--- src/hdl/http_request_header_parser_assert.svh ---
// assertion macros for the http request header parser
// used by http_request_header_parser.sv in hdl, no other dependencies
`ifndef HTTP_REQUEST_HEADER_PARSER_ASSERT_SVH
`define HTTP_REQUEST_HEADER_PARSER_ASSERT_SVH

`ifndef SYNTH

// same-cycle implication, disabled in reset
`define HRP_ASSERT_IMPL(label, clk, rst_n, ante, cons) \
  label: assert property (@(posedge clk) disable iff (!rst_n) (ante) |-> (cons)) \
    else $error("assertion failed: label");

// next-cycle implication, disabled in reset
`define HRP_ASSERT_NEXT(label, clk, rst_n, ante, cons) \
  label: assert property (@(posedge clk) disable iff (!rst_n) (ante) |=> (cons)) \
    else $error("assertion failed: label");

`else

`define HRP_ASSERT_IMPL(label, clk, rst_n, ante, cons)
`define HRP_ASSERT_NEXT(label, clk, rst_n, ante, cons)

`endif

`endif

--- src/hdl/hrp_pkg.sv ---
// shared types, constants and character tables for the http request parser
// no dependencies
package hrp_pkg;

  localparam int LINE_COUNT_BITS = 10;
  localparam int MAX_LEN_W       = 10;
  // width wide enough for both the line count plus one and the length limit
  localparam int CMP_W = (LINE_COUNT_BITS + 1 > MAX_LEN_W) ? LINE_COUNT_BITS + 1 : MAX_LEN_W;

  localparam logic [MAX_LEN_W-1:0] MAX_LINE_RESET = MAX_LEN_W'(256);
  localparam logic [CMP_W-1:0]     MIN_LF_INDEX   = CMP_W'(10);

  localparam logic [7:0] CH_G     = 8'h47;
  localparam logic [7:0] CH_P     = 8'h50;
  localparam logic [7:0] CH_SPACE = 8'h20;
  localparam logic [7:0] CH_LF    = 8'h0a;
  localparam logic [7:0] CH_CR    = 8'h0d;

  typedef enum logic [2:0] {
    EV_NONE     = 3'd0,
    EV_RES_BYTE = 3'd1,
    EV_ACCEPT   = 3'd2,
    EV_HDR_END  = 3'd3,
    EV_BODY     = 3'd4,
    EV_ERROR    = 3'd5
  } event_t;

  typedef enum logic {
    KIND_DATA  = 1'b0,
    KIND_START = 1'b1
  } kind_t;

  typedef enum logic [5:0] {
    PH_METHOD    = 6'b000001,
    PH_RESOURCE  = 6'b000010,
    PH_LINE_REST = 6'b000100,
    PH_HEADER    = 6'b001000,
    PH_BODY      = 6'b010000,
    PH_ERROR     = 6'b100000
  } phase_t;

  typedef struct packed {
    logic       kind;
    logic [7:0] byte_in;
  } in_item_t;

  typedef struct packed {
    logic [2:0] event_res;
    logic [7:0] byte_out;
    logic       method_code;
  } out_item_t;

  typedef struct packed {
    phase_t                     phase;
    logic                       method_seen;
    logic [2:0]                 match_position;
    logic [LINE_COUNT_BITS-1:0] line_count;
    logic                       line_nonempty;
  } parse_state_t;

  localparam parse_state_t STATE_CLEAR = '{
    phase:          PH_METHOD,
    method_seen:    1'b0,
    match_position: 3'd0,
    line_count:     '0,
    line_nonempty:  1'b0
  };

  function automatic logic [7:0] get_char(input logic [1:0] idx);
    logic [7:0] c;
    case (idx)
      2'd0:    c = 8'h47;
      2'd1:    c = 8'h45;
      2'd2:    c = 8'h54;
      default: c = 8'h00;
    endcase
    return c;
  endfunction

  function automatic logic [7:0] post_char(input logic [1:0] idx);
    logic [7:0] c;
    case (idx)
      2'd0:    c = 8'h50;
      2'd1:    c = 8'h4f;
      2'd2:    c = 8'h53;
      default: c = 8'h54;
    endcase
    return c;
  endfunction

endpackage

--- src/hdl/hrp_step.sv ---
// per-byte next-state and result logic of the http request parser
// depends on hrp_pkg
module hrp_step (
  input  hrp_pkg::parse_state_t               cur_st,
  input  hrp_pkg::in_item_t                   item,
  input  logic [hrp_pkg::MAX_LEN_W-1:0]       max_len,
  output hrp_pkg::parse_state_t               nxt_st,
  output hrp_pkg::out_item_t                  result
);
  import hrp_pkg::*;

  always_comb begin
    logic [LINE_COUNT_BITS:0] n;
    logic [CMP_W-1:0]         n_cmp;
    logic [CMP_W-1:0]         max_cmp;
    logic [2:0]               pos;
    logic [2:0]               len;
    logic [7:0]               want;
    logic [7:0]               b;
    event_t                   ev;
    logic [7:0]               bo;

    nxt_st  = cur_st;
    b       = item.byte_in;
    ev      = EV_NONE;
    bo      = 8'h00;
    n       = {1'b0, cur_st.line_count} + {{LINE_COUNT_BITS{1'b0}}, 1'b1};
    n_cmp   = CMP_W'(n);
    max_cmp = CMP_W'(max_len);
    pos     = cur_st.match_position;
    len     = cur_st.method_seen ? 3'd4 : 3'd3;
    want    = cur_st.method_seen ? post_char(pos[1:0]) : get_char(pos[1:0]);

    if (item.kind == KIND_START) begin
      nxt_st = STATE_CLEAR;
    end else begin
      case (cur_st.phase)
        PH_METHOD, PH_RESOURCE, PH_LINE_REST: begin
          // request line count saturates at all ones
          nxt_st.line_count = n[LINE_COUNT_BITS] ? '1 : n[LINE_COUNT_BITS-1:0];
          if (b == CH_LF) begin
            if (cur_st.phase == PH_LINE_REST && n_cmp > MIN_LF_INDEX && n_cmp <= max_cmp) begin
              nxt_st.phase         = PH_HEADER;
              nxt_st.line_nonempty = 1'b0;
              ev                   = EV_ACCEPT;
            end else begin
              nxt_st.phase = PH_ERROR;
            end
          end else if (n_cmp >= max_cmp) begin
            nxt_st.phase = PH_ERROR;
          end else if (cur_st.phase == PH_METHOD) begin
            if (pos == 3'd0) begin
              if (b == CH_G) begin
                nxt_st.method_seen    = 1'b0;
                nxt_st.match_position = 3'd1;
              end else if (b == CH_P) begin
                nxt_st.method_seen    = 1'b1;
                nxt_st.match_position = 3'd1;
              end else begin
                nxt_st.phase = PH_ERROR;
              end
            end else if (pos < len) begin
              if (b != want) begin
                nxt_st.phase = PH_ERROR;
              end else begin
                nxt_st.match_position = pos + 3'd1;
              end
            end else if (pos == len && b == CH_SPACE) begin
              nxt_st.phase = PH_RESOURCE;
            end else begin
              nxt_st.phase = PH_ERROR;
            end
          end else if (cur_st.phase == PH_RESOURCE) begin
            if (b == CH_SPACE) begin
              nxt_st.phase = PH_LINE_REST;
            end else begin
              ev = EV_RES_BYTE;
              bo = b;
            end
          end
        end
        PH_HEADER: begin
          if (b == CH_LF) begin
            // a line with only cr/lf ends the header
            if (!cur_st.line_nonempty) begin
              nxt_st.phase = PH_BODY;
              ev           = EV_HDR_END;
            end
            nxt_st.line_nonempty = 1'b0;
          end else if (b != CH_CR) begin
            nxt_st.line_nonempty = 1'b1;
          end
        end
        PH_BODY: begin
          ev = EV_BODY;
          bo = b;
        end
        default: begin
          nxt_st.phase = PH_ERROR;
        end
      endcase

      if (nxt_st.phase == PH_ERROR) begin
        ev = EV_ERROR;
        bo = 8'h00;
      end
    end

    result.event_res   = ev;
    result.byte_out    = bo;
    result.method_code = nxt_st.method_seen;
  end

endmodule

--- src/hdl/http_request_header_parser.sv ---
// HTTP request line and header parser, one byte item per clock unless the result
// side stalls. An item enters an input register, the per-byte parse step runs from
// there into the result register, so the block takes one item every cycle while
// the result register is free or draining. The rate is set by the single registered
// parse step, so a stall on the result side is the only thing that holds the input.
// The length limit is written through cfg_we/cfg_wdata and resets to 256.
// depends on hrp_pkg, hrp_step and http_request_header_parser_assert.svh
module http_request_header_parser (
  input  logic                          clk,
  input  logic                          rst_n,
  input  logic                          in_valid,
  output logic                          in_stall,
  input  hrp_pkg::in_item_t             in_data,
  output logic                          out_valid,
  input  logic                          out_stall,
  output hrp_pkg::out_item_t            out_data,
  input  logic                          cfg_we,
  input  logic [hrp_pkg::MAX_LEN_W-1:0] cfg_wdata
);
  import hrp_pkg::*;
  `include "http_request_header_parser_assert.svh"

  logic                 pipe_valid_r, pipe_valid_nxt;
  in_item_t             pipe_item_r, pipe_item_nxt;
  parse_state_t         st_r, st_nxt;
  logic                 out_valid_r, out_valid_nxt;
  out_item_t            out_item_r, out_item_nxt;
  logic [MAX_LEN_W-1:0] max_len_r, max_len_nxt;

  parse_state_t         step_st;
  out_item_t            step_res;
  logic                 advance;
  logic                 pipe_load;

  hrp_step u_step (
    .cur_st  (st_r),
    .item    (pipe_item_r),
    .max_len (max_len_r),
    .nxt_st  (step_st),
    .result  (step_res)
  );

  // input register moves on whenever the result register is free or draining
  assign advance   = pipe_valid_r && (!out_valid_r || !out_stall);
  assign in_stall  = pipe_valid_r && !advance;
  assign pipe_load = in_valid && !in_stall;

  always_comb begin
    pipe_valid_nxt = pipe_load || (pipe_valid_r && !advance);
    pipe_item_nxt  = pipe_load ? in_data : pipe_item_r;
    st_nxt         = advance ? step_st : st_r;
    out_valid_nxt  = advance || (out_valid_r && out_stall);
    out_item_nxt   = advance ? step_res : out_item_r;
    max_len_nxt    = cfg_we ? cfg_wdata : max_len_r;
  end

  always_ff @(posedge clk) begin
    if (!rst_n) begin
      pipe_valid_r <= 1'b0;
      st_r         <= STATE_CLEAR;
      out_valid_r  <= 1'b0;
      max_len_r    <= MAX_LINE_RESET;
    end else begin
      pipe_valid_r <= pipe_valid_nxt;
      st_r         <= st_nxt;
      out_valid_r  <= out_valid_nxt;
      max_len_r    <= max_len_nxt;
    end
  end

  always_ff @(posedge clk) begin
    pipe_item_r <= pipe_item_nxt;
    out_item_r  <= out_item_nxt;
  end

  assign out_valid = out_valid_r;
  assign out_data  = out_item_r;

  `HRP_ASSERT_IMPL(a_byte_only_for_data, clk, rst_n,
    out_valid_r && out_item_r.event_res != EV_RES_BYTE && out_item_r.event_res != EV_BODY,
    out_item_r.byte_out == 8'h00)
  `HRP_ASSERT_IMPL(a_accept_enters_header, clk, rst_n,
    out_valid_r && out_item_r.event_res == EV_ACCEPT, st_r.phase == PH_HEADER)
  `HRP_ASSERT_NEXT(a_start_clears, clk, rst_n, advance && pipe_item_r.kind == KIND_START,
    st_r.phase == PH_METHOD && st_r.line_count == '0 && out_item_r.event_res == EV_NONE)
  `HRP_ASSERT_IMPL(a_stall_only_when_full, clk, rst_n, in_stall,
    pipe_valid_r && out_valid_r && out_stall)

endmodule
--- config.mk ---
export PLATFORM = sky130hd
export DESIGN_NAME = http_request_header_parser
export DESIGN_NICKNAME = d
export VERILOG_FILES = /design/src/hdl/hrp_pkg.sv /design/src/hdl/hrp_step.sv /design/src/hdl/http_request_header_parser.sv
export VERILOG_INCLUDE_DIRS = /design/src /design/src/hdl
export SDC_FILE = /design/constraint.sdc
export NUM_CORES = 1
export LEC_CHECK = 0
export BUFFER_PORTS_ARGS = -buffer_cell sky130_fd_sc_hd__buf_2
export CAP_MARGIN = 15
export CORE_MARGIN = 3
export CORE_UTILIZATION = 40
export DETAILED_ROUTE_END_ITERATION = 6
export PLACE_DENSITY = 0.56
export SYNTH_ARGS = -nofsm -noshare
export SYNTH_HDL_FRONTEND = slang
export SYNTH_HIERARCHICAL = 1
export SYNTH_SLANG_ARGS = --single-unit
--- constraint.sdc ---
create_clock -name clk -period 3.9 [get_ports clk]
set_clock_uncertainty 0.05 [all_clocks]
set_input_delay 0 -clock clk [delete_from_list [all_inputs] [get_ports clk]]
set_output_delay 0 -clock clk [all_outputs]
set_load 0.02 [all_outputs]
# ---- Word level (Yosys, flattened, before mapping)
# Cells that the tools add are included.
dict set report word_totals {
  register_bits 54
  inputBits 24
  output_inout_bits 14
  wordCells 120
}
dict set report op_classes {
  add_sub_neg 2
  magnitude_cmp 4
  n_eq_ne 22
  mux 53
  n_reduce_logical 25
}
# cell count
set ops {}
lappend ops {{6-bit two-way mux} 15}
lappend ops {{8-bit two-way mux} 5}
lappend ops {{3-bit two-way mux} 10}
lappend ops {{21-bit two-way mux} 1}
lappend ops {{7-bit case mux with 3 select lines} 1}
lappend ops {{4-bit two-way mux} 5}
lappend ops {{6-bit case mux with 3 select lines} 1}
lappend ops {{8-bit by 7-bit == test with 1-bit output, second input constant} 2}
lappend ops {{8-bit case mux with 2 select lines} 1}
lappend ops {{5-bit case mux with 3 select lines} 1}
lappend ops {{14-bit two-way mux} 1}
lappend ops {{10-bit by 1-bit adder with 11-bit output, second input constant} 1}
lappend ops {{11-bit by 10-bit greater-or-equal comparator with 1-bit output} 1}
lappend ops {{11-bit by 4-bit > comparator with 1-bit output, second input constant} 1}
lappend ops {{11-bit by 10-bit <= comparator with 1-bit output} 1}
lappend ops {{10-bit two-way mux} 1}
lappend ops {{3-bit by 2-bit inequality test with 1-bit output, second input constant} 3}
lappend ops {{3-bit case mux with 3 select lines} 1}
lappend ops {{8-bit by 4-bit == test with 1-bit output, second input constant} 1}
lappend ops {{8-bit by 6-bit == test with 1-bit output, second input constant} 1}
lappend ops {{8-bit by 4-bit inequality test with 1-bit output, second input constant} 1}
lappend ops {{8-bit inequality test} 1}
lappend ops {{8-bit AND reduction} 1}
lappend ops {{1-bit logical AND} 7}
lappend ops {{other kinds (28)} 42}

# ---- Logic depth before layout (Yosys ltp)
dict set report logic_depth {
  ltp_word 14
  mapped_depth 17
  mapped_depth_nobuf 14
}

# ---- Modules after synthesis
# Netlist, hierarchy kept.
# mod n_inst cells_per_inst area_per_inst_um2 seq_area_each_um2
set by_module_without_submodules {}
lappend by_module_without_submodules {http_request_header_parser 1 152 1939.4 1291.2}
lappend by_module_without_submodules {hrp_step 1 271 1806.7 0.0}

# ---- Worst setup path after synthesis
# No wires, ideal clock.
dict set report synth_path {
  path_type {register to register}
  from {reg st_r[5] (netlist name)}
  to {reg st_r[11] (netlist name)}
  setup_time_ps 119
  t_arrival_ps 3332
  required_time_ps 3731
  setup_slack_ps 399
  stages_incl_launch_ff 16
  n_path_buf 2
  synth_period_minus_slack_ps 3501
  path_cell_list {dfxtp_1 -> buf_2 -> and3_1 -> and3_1 -> clkbuf_1 -> nand3_1 -> xnor2_1 -> ha_1 -> a31o_2 -> a31o_2 -> a2111oi_4 -> o21ai_4 -> or4_1 -> o211a_1 -> nand2_1 -> mux2i_1}
}
dict set report synth_between {
  elab_chain_len 4
}
# element line_no
set synth_lines {}
lappend synth_lines {{from (decl)} http_request_header_parser.sv:25} ;# parse_state_t st_r, st_nxt;
lappend synth_lines {{from (signal assigned)} http_request_header_parser.sv:65} ;# st_r <= st_nxt;
lappend synth_lines {{10-bit by 1-bit adder with 11-bit output} hrp_step.sv:27} ;# n = {1'b0, cur_st.line_count} + {{LINE_COUNT_BITS{1'b0}}, 1'b1};
lappend synth_lines {{11-bit by 10-bit greater-or-equal comparator with 1-bit output} hrp_step.sv:49} ;# end else if (n_cmp >= max_cmp) begin
lappend synth_lines {{2-bit inequality test (no source line)} n/a}
lappend synth_lines {{8-bit AND reduction (no source line)} n/a}
# No other way between the ends.
# A chain may end at the register's enable or synchronous reset.

# ---- Final worst setup path
dict set report layout_path {
  from {reg st_r[1] (netlist name)}
  to {reg st_r[11] (netlist name)}
}
# The elaborated chain is that of the path after synthesis.

==> flow_summary_export.csv <==
group,metric,value,unit
grt,grt_pass1_wl,14800,um
routing,wire_per_inst,15.1,um
routing,routed_wirelength,8780,um
clocking,ctsLongestPathBuffers,2,
synth,yosys.cell_types.count,71,
sta,fmax,276,MHz
synth,syn_nets,465,
layout,nets,514,
synth,yosysMostFrequentCell,"nand2_1",
synth,yosys_warnings,6,
layout,instances_no_fill,581,
place,portBuffers,37,
power_and_ir_drop,peakVddDrop,0.159,mV
worst_hold_path,hold_depth,3,
setup_path,cp-end-kind,"flop",
status,status,"complete, no violations",
sta,slew_violations,0,
synth,synth_top_family_by_area,"simple AND/OR/NAND/NOR gates",
die,die_h,103,um
setup_path,arrival,3.78,ns
clocking,cts-root-buf,"clkbuf_8",
synth,ys_ff_latch,54,
synth,synth-edff-count,21,
sta,setup_viol,0,
layout,drive_gt1_share,14.2,%
job,max_cap_viol_count,0,
sta,hold_viol,0,
synth,synth_cells,423,
synth,synth.mux.area_fraction,9.12,%
synth,yosysSeqAreaShare,34.5,%
sta,worst_slew_pin_slew,0.881,ns
place,dp_hpwl,6360,um
routing,drcViolationCount,0,
routing,route.vias.total,3210,
clocking,cts_buffers,5,
routing,postRouteAntennaNets,0,
die,die_x,103,um
synth,yosys.area_share.simple,26.3,%
synth,synth-compound-area-share,16.2,%
synth,synth_area_leaders,"dfxtp_1 18%, edfxtp_1 17%, mux2i_1 8.8%, ha_1 6.0%, nand2_1 6.0%",
grt,grt_use_total,17.6,%
die,rows,34,
synth,synthesis.area,3750,um^2
synth,yosysTopAreaCell,"dfxtp_1",
synth,synth_flop_cell,"dfxtp_1",
worst_hold_path,holdCritPathClass,"input pin to flop",
sta,hold_slack,0.0830,ns
synth,synth.top_cell.area_share,17.6,%
grt,grt_antenna_before_repair,0,
die,design.core.area,8890,um^2
place,gp_congestion,0.855,
sta,period_minus_slack,3.62,ns
layout,final.fill_count,856,
layout,antenna_cells,0,
setup_path,worstPathMaxFanout,10,
setup_path,required,4.06,ns
setup_path,start_kind,"flop",
setup_path,path_class,"flop to flop",
place,dp_cells,552,
synth,synthArstFlopShare,0,%
sta,slew_headroom,41.1,%
clocking,post_cts_resized,0,
power_and_ir_drop,cellPowerDensity,268,nW/um^2
synth,synth.avg_cell_area,8.86,um^2
routing,dr.pass1.iters,5,
clocking,cts.sinks,54,
clocking,post_cts_buffers,0,
sta,rsz0062_at_grt,"false",
setup_path,reg2reg_depth,13,
power_and_ir_drop,leakage,1.68,nW
die,pin_count,38,
clocking,worstSkewPairLatency,0.32,ns
clocking,cts_tree,"done",
synth,yosys.area_share.adder,6.01,%
routing,drt_iter0_drc,142,
clocking,path_clk_slew,0.11,ns
synth,synth-xor-area-share,2.34,%
layout,syn_to_final_growth,14.6,%
grt,gr-total-overflow,0,
clocking,ctsHtreeMaxLevel,2,
grt,first_global_vias,3060,
die,start_util,42.1,%
sta,period_share,92.9,%
grt,grt_max_degree,55,
setup_path,rrSetupSlack,0.28,ns
synth,synth_common_cells,"60 x nand2_1, 33 x dfxtp_1, 33 x mux2i_1, 28 x nor2_1, 21 x edfxtp_1",
sta,tns,0,ns
die,dieArea,10600,um^2
routing,viasPerCell,5.52,
path summary, 6_finish.rpt:
path	startpoint	endpoint
setup / recovery	st_r[1]	st_r[11]
setup reg to reg	st_r[1]	st_r[11]
hold / removal	cfg_we	max_len_r[8]
hold reg to reg	st_r[0]	st_r[0]
critical path, stage by stage (launching register included):
cell and delay (ns):
dfxtp_1 0.45, and3_1 0.26, and3_1 0.23, nand3_1 0.10
xnor2_1 0.20, ha_1 0.33, a31o_2 0.28, a31o_2 0.23
a2111oi_4 0.44, o21ai_4 0.16, or4_1 0.52, o211a_1 0.14
nand2_1 0.05, mux2i_1 0.08
per-layer routing:
| metal | vias up | wire, um | global-route usage, % |
|---|---|---|---|
| met5 | - | 0 | 0 |
| met4 | 0 | 99 | 4.48 |
| met3 | 8 | 278 | 2.64 |
| met2 | 70 | 3910 | 27.7 |
| met1 | 1494 | 4500 | 25.4 |
| li1 | 1638 | - | - |
registers in the layout (all words and copies together), names as in the netlist:
register      count
out_data         12
pipe_item_r       9
st_r             21
out_valid         1
max_len_r        10
pipe_valid_r      1
cells in the final DEF (no fill, tap or decap), types with 4 or more instances in the layout:
cell / n
buf_2: 37
inv_1: 19
nand2_1: 60
mux2i_1: 33
a211oi_1: 5
ha_1: 18
o21ai_1: 5
and3_1: 11
xnor2_1: 7
dlygate4sd3_1: 21
nand3_1: 7
o21ai_0: 8
clkbuf_8: 5
o21a_1: 6
and2_1: 10
buf_4: 8
edfxtp_1: 21
a311oi_1: 5
nor3_1: 14
nor2b_1: 17
o211ai_1: 4
nand4b_1: 5
dfxtp_1: 33
nor2_1: 28
a21oi_1: 15
logic make-up (layout without fill, tap and decap cells):
family | after synthesis | count (layout)
flip-flops | 54 | 54
AND/OR/NAND/NOR | 184 | 184
AO/OA/AOI/OAI | 80 | 80
XOR/XNOR | 10 | 10
adder cells (fa/ha/maj) | 18 | 18
multiplexers | 34 | 34
buffers and inverters | 43 | 93
where the power goes:
part | total, mW | switching [mW] | internal, mW
Clock | 0.339 | 0.206 | 0.133
Combinational | 0.182 | 0.101 | 0.0805
Sequential | 0.630 | 0.0217 | 0.609
Total | 1.15 | 0.329 | 0.822
stage by stage:
step	cell area, um^2	setup slack, ns	util (%)	total power, mW
after detailed placement	3990	0.308	44.9	0.809
after global routing	4290	0.0641	48.3	1.22
after global placement	3990	0.395	44.9	0.807
after floorplan	3750	0.399	-	0.763
after CTS	4290	0.298	48.3	1.17
final	4290	0.277	48.3	1.15
cell type report:
type                       instances  area (um^2)  share of cell area, %
inverter                          19         71.3                   1.66
clock inverter                     3         26.3                  0.612
clock buffer                       5         68.8                   1.60
tap                              108          135                   3.15
timing repair buffer              66          455                   10.6
sequential                        54         1290                   30.1
multi-input combinational        326         2250                   52.3
what timing repair did:
action                                 4_1_cts  5_1_grt
setup endpoints to repair                    0        0
endpoints found under the hold margin       21        0
hold buffers                                21        0
Power figures use the tool's default switching activity.
